$ cat src/rtl/btas_pkg.sv
// Shared constants and types for the texel albedo sampler.
// No dependencies; used by the top level, the channel scaler and the checker.
`timescale 1ns / 1ps

package btas_pkg;

    localparam int MAX_WIDTH         = 256;
    localparam int MAX_HEIGHT        = 256;
    localparam int STORE_DEPTH_DEF   = 65536;

    localparam int IN_TDATA_W        = 208;
    localparam int OUT_TDATA_W       = 72;
    localparam int CFG_ADDR_W        = 5;

    localparam logic [16:0] ONE_Q16  = 17'h10000;
    localparam logic [32:0] ONE_Q32  = 33'h1_0000_0000;
    localparam logic [7:0]  BYTE_ONE = 8'hFF;
    localparam logic [24:0] ROUND_BIAS = 25'd127;
    // ceil(2^32 / 255), exact for numerators below 2^32 / 254
    localparam logic [24:0] RECIP_255  = 25'd16843010;

    localparam logic ACT_SAMPLE = 1'b0;
    localparam logic ACT_WRITE  = 1'b1;

    localparam logic [2:0] REG_WIDTH    = 3'd0;
    localparam logic [2:0] REG_HEIGHT   = 3'd1;
    localparam logic [2:0] REG_TEX_PRES = 3'd2;
    localparam logic [2:0] REG_ALP_PRES = 3'd3;
    localparam logic [2:0] REG_FACTOR_R = 3'd4;
    localparam logic [2:0] REG_FACTOR_G = 3'd5;
    localparam logic [2:0] REG_FACTOR_B = 3'd6;
    localparam logic [2:0] REG_FACTOR_A = 3'd7;

    typedef struct packed {
        logic ld_mul;
        logic ld_div;
    } t_chan_ctl;

endpackage

$ cat src/rtl/btas_chan.sv
// One color channel: factor times byte, then rounded division by 255.
// Two pipeline stages; depends on btas_pkg.
`timescale 1ns / 1ps

module btas_chan (
    input  logic                 i_clk,
    input  btas_pkg::t_chan_ctl  i_ctl,
    input  logic [16:0]          i_factor,
    input  logic [7:0]           i_byte,
    output logic [16:0]          o_albedo
);

    logic [24:0] r_num;
    logic [16:0] r_quot;
    logic [24:0] n_num;
    logic [49:0] n_prod;

    assign n_num  = ({8'b0, i_factor} * {17'b0, i_byte}) + btas_pkg::ROUND_BIAS;
    assign n_prod = {25'b0, r_num} * {25'b0, btas_pkg::RECIP_255};

    always_ff @(posedge i_clk) begin
        if (i_ctl.ld_mul) begin
            r_num <= n_num;
        end
        if (i_ctl.ld_div) begin
            r_quot <= n_prod[48:32];
        end
    end

    assign o_albedo = r_quot;

endmodule

$ cat config.mk
export PLATFORM = sky130hd
export DESIGN_NAME = btas_chan
export DESIGN_NICKNAME = d
export VERILOG_FILES = /design/src/rtl/btas_pkg.sv /design/src/rtl/btas_chan.sv
export SDC_FILE = /design/constraint.sdc
export NUM_CORES = 1
export LEC_CHECK = 0
export ABC_AREA = 1
export BUFFER_PORTS_ARGS = -buffer_cell sky130_fd_sc_hd__buf_2
export CAP_MARGIN = 20
export CORE_AREA = 2 2 168 170
export CTS_CLUSTER_SIZE = 40
export DETAILED_ROUTE_END_ITERATION = 16
export DIE_AREA = 0 0 170 172
export PLACE_DENSITY = 0.55
export SKIP_CTS_REPAIR_TIMING = 1
export SLEW_MARGIN = 30
export SYNTH_ARGS = -nofsm -noshare
export SYNTH_HDL_FRONTEND = slang
export SYNTH_SLANG_ARGS = --single-unit
$ cat constraint.sdc
create_clock -name i_clk -period 8.8 [get_ports i_clk]
set_input_delay 0.44 -clock i_clk [delete_from_list [all_inputs] [get_ports i_clk]]
set_output_delay 0.44 -clock i_clk [all_outputs]
set_load 0.05 [all_outputs]
* Yosys cells after proc, flatten, opt, wreduce, memory -nomap -nowiden *
Index checks and enable logic that the tools add are counted.

storage, ports and cells
  bits in registers = 42
  input port bits = 28
  output and inout bits = 17
  logic and storage cells = 5

cells by class
  add/sub/neg operators = 1
  multiply operators = 2

operators by type and width
  cell                                                 number
  multiplier 25 x 24 -> 48 bit, second input constant  1
  adder 25 x 7 -> 25 bit, second input constant        1
  multiplier 17 x 8 -> 25 bit                          1

* Longest topological paths before layout *
Gate-level depths: netlist of the first run.

  depth after elaboration = 2
  mapped depth = 21
  gate-level depth less buffers = 20

* Worst setup path after synthesis of the first run *
Ideal clock, no wire load.

  path kind = input to register
  start = in i_byte[7]
  end = reg r_num[24] (data pin)
  setup time = 0.258 ns
  data arrival time = 4.429 ns
  required time = 8.542 ns
  path slack = 4.113 ns
  stages on the path = 18
  buffers on the path = 2
  cells stage by stage = clkbuf_1 > clkbuf_1 > nand2_1 > fa_1 > fa_1 > inv_1 > fa_1 > inv_1 > fa_1 > inv_1 > ha_1 > a21oi_1 > inv_1 > a21oi_1 > inv_1 > nand3_1 > nand3_1 > xor2_1

between the ends
  word-level cells in the longest chain between the ends = 2

RTL lines
  item                         line             source
  start, declared              btas_chan.sv:9   input logic [7:0] i_byte,
  multiplier 17 x 8 -> 25 bit  btas_chan.sv:18  assign n_num = ({8'b0, i_factor} * {17'b0, i_byte}) + btas_pkg::ROUND_BIAS;
  adder 25 x 7 -> 25 bit       btas_chan.sv:18
  net n_num[24]                btas_chan.sv:15  logic [24:0] n_num;
  end signal, assigned         btas_chan.sv:23  r_num <= n_num;
  end, declared                btas_chan.sv:13  logic [24:0] r_num;

The timed path passes the listed nets, and every way through them passes these cells.
A chain may end at the register's enable or synchronous reset.

* Worst setup path after layout of the first run *
  start = in i_byte[7]
  end = reg r_num[21] (data pin)

Same word-level chain as after synthesis.

==> impl_metrics.tcl, run 1 <==
set metrics [dict create \
    rsz0062_at_grt "false" \
    hp-start "i_factor[0]" \
    worst_clock_skew_ps 16.8 \
    synth_nets 1773 \
    synth.area.mux_share 0 \
    gp_congestion 0.916 \
    ctsLongestPathBuffers 2 \
    regArea_um2 1260 \
    routed_via_density 4.74 \
    synth-compound-area-share 0.0732 \
    relSlewSlack 0.664 \
    startpoint_type "input port" \
    io_pins 45 \
    ys.warnings.count 0 \
    die_width_um 170 \
    start_util 0.393 \
    diodes 0 \
    multi_input_comb_area_um2 7960 \
    synth_xor_area_frac 0.0211 \
    cp.required_ps 8860 \
    yosys-top-cells-area "ha_1, fa_1, inv_1" \
    place_inst 1760 \
    drv_slew 0 \
    fmax_mhz 217 \
    first_pass_iters 4 \
    netlist_top_cells_count "inv_1, nand2_1, ha_1, fa_1, nor2_1" \
    num_vias 8382 \
    fin_area_um2 11500 \
    r2r_start "r_num[10]" \
    areaGrowthSynthToFinish_pct 6.45 \
    status "finished, final reports clean" \
    path_max_fanout 17 \
    synth-main-ff-cell "edfxtp_1" \
    clkSlewWorstSetupHoldPaths_ps 70 \
    synth-edff-count 42 \
    tns_ps 0 \
    cts_tree "yes" \
    antenna_found_initial 0 \
    worst_slew_pin_slew_ps 500 \
    grt_pass1_wl_um 42400 \
    dp_worst_setup_slack_ps 3860 \
    h-tree-depth 2 \
    synthSimpleGateAreaFrac 0.167 \
    final_cells 1768 \
    clock_latency_ps 300 \
    port_buffers 44 \
    grt_max_degree 26 \
    nFillCells 2909 \
    fp-row-count 61 \
    nNetsFinal 1791 \
    grt_overflow 0 \
    maxCapViolCount 0 \
    fp.coreArea_um2 27500 \
    die_h_um 172 \
    finalHoldViolations 0 \
    cts_buffers 5 \
    synth_most_common_cell "inv_1" \
    postPlaceCellArea_um2 11300 \
    cts.sinks 42 \
    yosysSeqAreaShare 0.117 \
    synthAdderAreaFrac 0.476 \
    synth_top_area_cell "ha_1" \
    async_flop_share 0 \
    syn_inst 1403 \
    fin_crit_sh 0.522 \
    synth.top_cell.area_share 0.264 \
    hpwl_um 22200 \
    criticalPathCategory "in -> reg" \
    synth.distinct_cells 37 \
    netlist_area_um2 10800 \
    clockRootBuffer "clkbuf_16" \
    avgSynthCellArea_um2 7.69 \
    yosys_register_bits 42 \
    wl_per_cell_um 14.1 \
    ant_nets 0 \
    synth_top_family_by_area "adder cells" \
    worst_setup_path_end_kind "flop" \
    die_area_um2 29200 \
    drt_iter0_drc 350 \
    drive_gt1_frac 0.0513 \
    startpoint "i_byte[7]" \
    post-route-min-period_ps 4600 \
    setup_viol 0 \
    wl_um 24900 \
    cp.arrival_ps 4660 \
    grt_use_total 0.183 \
    hp-class "in -> reg" \
    layout_setup_ws_ps 4200 \
    drcViolationCount 0 \
    grt_pass1_vias 8691 \
]
==> stage by stage <==
step                 util  hold slack, ps
floorplan               -             552
global placement    0.412             701
detailed placement  0.412             695
CTS                 0.418             556
global route        0.418             574
finish              0.418             551
==> worst max-delay path: stages <==
cell     delay, ps
buf_2          220
nand2_1        110
inv_1           60
fa_1           530
inv_1           50
fa_1           530
inv_1           60
fa_1           530
inv_1           50
fa_1           520
inv_1           40
ha_1           350
nand2_1        130
nor4_1         490
o21ai_0        320
nand4_1        170
nand2_1         60
==> cells by family after synthesis <==
group           after synthesis
flops                        42
fa+ha+maj                   342
xor+xnor                     26
simple gates                439
compound gates              135
buf+inv                     419
==> area by class of cell <==
type                            count  share of cell area
Tap cell                          346              0.0377
Clock inverter                      2             0.00327
Clock buffer                        6              0.0112
Sequential cell                    42               0.110
Timing Repair Buffer               44              0.0192
Inverter                          386               0.126
Multi-Input combinational cell    942               0.693
==> state kept, by name, summed over array words and instances, names as in the netlist <==
register	cells
r_num	25
o_albedo	17
==> final timing paths <==
kind | end | slack (ps) | cells after the start
hold reg to reg | o_albedo[16] | 690 | 2
setup / recovery | r_num[21] | 4200 | 17
hold / removal | r_num[0] | 550 | 2
setup reg to reg | o_albedo[13] | 4530 | 16
==> layout by cell type, fill, tap and decap left out, types with 3 or more instances in the layout <==
cell	count
o21ai_1	15
fa_1	114
inv_1	385
ha_1	228
xor2_1	18
buf_2	44
a31oi_1	3
nand2_2	4
nor3_1	7
clkbuf_16	5
nand2_1	305
nor2_1	64
xnor2_1	8
a21oi_1	60
nor2_2	7
o21bai_1	12
edfxtp_1	42
nand3_1	34
nand4_1	9
a21boi_0	3
a21o_1	9
o21a_1	5
o21ai_0	20
==> per-layer routing <==
| metal | share of wire | up-vias | global-route usage |
|---|---|---|---|
| li1 | - | 4324 | - |
| met1 | 0.45 | 3905 | 0.224 |
| met2 | 0.51 | 116 | 0.346 |
| met3 | 0.021 | 37 | 0.0114 |
| met4 | 0.026 | 0 | 0.0550 |
| met5 | 0 | - | 0 |
Power of run 1 is not shown: default switching activity piles up to over one toggle a cycle in this logic, so the estimate is an artifact.
==> run 2: changes to the inputs <==
clock period = 4.8 ns   (was 8.8 ns; I/O delays follow)
==> impl_metrics.tcl, run 2 (synthesis gave the netlist of run 1 again) <==
set metrics [dict create \
    clock_latency_ps 300 \
    cpMostUsedCell "inv_1" \
    die_h_um 172 \
    ctsLongestPathBuffers 2 \
    num_vias 8433 \
    gp_congestion 0.908 \
    path_max_fanout 17 \
    cp.arrival_ps 4540 \
    diodes 0 \
    antenna_found_initial 0 \
    worst_clock_skew_ps 15.7 \
    cp.required_ps 4860 \
    setup_viol 0 \
    worst_slew_pin_slew_ps 521 \
    slowest_stage "fa_1" \
    wl_um 24800 \
    routed_via_density 4.76 \
    grt_use_total 0.183 \
    largest_reg_flops 25 \
    relSlewSlack 0.650 \
    criticalPathCategory "in -> reg" \
    regMostFlops "r_num" \
    hp-class "in -> reg" \
    io_pins 45 \
    layout_setup_ws_ps 323 \
    cp_top_family "adder cells" \
    maxCapViolCount 0 \
    drv_slew 0 \
    drive_gt1_frac 0.0527 \
    wl_per_cell_um 14.0 \
    status "finished, final reports clean" \
    drcViolationCount 0 \
    worst-path-buf-inv 6 \
    grt_pass1_wl_um 42400 \
    fp-row-count 61 \
    h-tree-depth 2 \
    fp.coreArea_um2 27500 \
    grt_max_degree 26 \
    die_width_um 170 \
    worst_setup_path_end_kind "flop" \
    port_buffers 44 \
    first_pass_iters 5 \
    clockRootBuffer "clkbuf_16" \
    grt_overflow 0 \
    dp_worst_setup_slack_ps 33.2 \
    fin_crit_sh 0.933 \
    finalHoldViolations 0 \
    rsz0062_at_grt "false" \
    cp_cell_sequence "buf_2 -> nand2_1 -> inv_1 -> fa_1 -> inv_1 -> fa_1 -> inv_1 -> fa_1 -> inv_1 -> fa_1 -> inv_1 -> ha_1 -> nand2_1 -> nor4_1 -> o21ai_0 -> nand4_1 -> nand2_1" \
    final_common_cell "inv_1" \
    start_util 0.393 \
    ant_nets 0 \
    drt_iter0_drc 353 \
    cpPeakStageDelay_ps 530 \
    nNetsFinal 1793 \
    die_area_um2 29200 \
    startpoint_type "input port" \
    clkSlewWorstSetupHoldPaths_ps 70 \
    cts_tree "yes" \
    final_cell_mix "inv_1, nand2_1, ha_1" \
    grt_pass1_vias 8746 \
    fmax_mhz 223 \
    hpwl_um 22100 \
    post-route-min-period_ps 4480 \
    areaGrowthSynthToFinish_pct 6.59 \
    cts.sinks 42 \
    tns_ps 0 \
    cts_buffers 5 \
]
## run 2: changes by cell type in the layout (fill, tap and decap cells not counted), sizes merged
cell	before	now
buf	44	46
## run 2: path summary, 6_finish.rpt
| check | startpoint | end | slack (ps) | depth (start not counted) |
|---|---|---|---|---|
| max reg2reg | r_num[10] | o_albedo[13] | 580 | 16 |
| min reg2reg | r_num[24] | o_albedo[16] | 690 | 2 |
| max | i_byte[7] | r_num[21] | 320 | 17 |
| min | i_factor[0] | r_num[0] | 360 | 2 |
## run 2: stage by stage
step / hold slack [ps] / std cells / util / instance area [um2]
2_1_floorplan: 352 / 1403 / - / 10800
3_3_place_gp: 660 / 1762 / 0.412 / 11300
3_5_place_dp: 664 / 1762 / 0.412 / 11300
4_1_cts: 363 / 1770 / 0.419 / 11500
5_1_grt: 391 / 1770 / 0.419 / 11500
6_report: 360 / 1770 / 0.419 / 11500
## run 2: area by class of cell
class	count	area, um2
clock buffer	6	129
fill	2881	16000
clock inverter	2	37.5
multi-input combinational	942	7960
inverter	386	1450
tap	346	433
timing repair buffer	46	235
sequential	42	1260
## run 2: worst reg2reg max path: cells and delay by family, from the launching register on
family / cells / cell delay (ps)
AND/OR/NAND/NOR: 3 / 240
AO/OA/AOI/OAI: 4 / 760
adder cells (fa/ha/maj): 6 / 2320
buffers and inverters: 3 / 150
flip-flops: 1 / 500
## run 2: routing by layer
metal / up-vias / global-route usage / share of wire
li1: 4333 / - / -
met1: 3925 / 0.226 / 0.45
met2: 137 / 0.342 / 0.50
met3: 38 / 0.00984 / 0.024
met4: 0 / 0.0550 / 0.027
met5: - / 0 / 0
Power of run 2 is left out for the same reason.
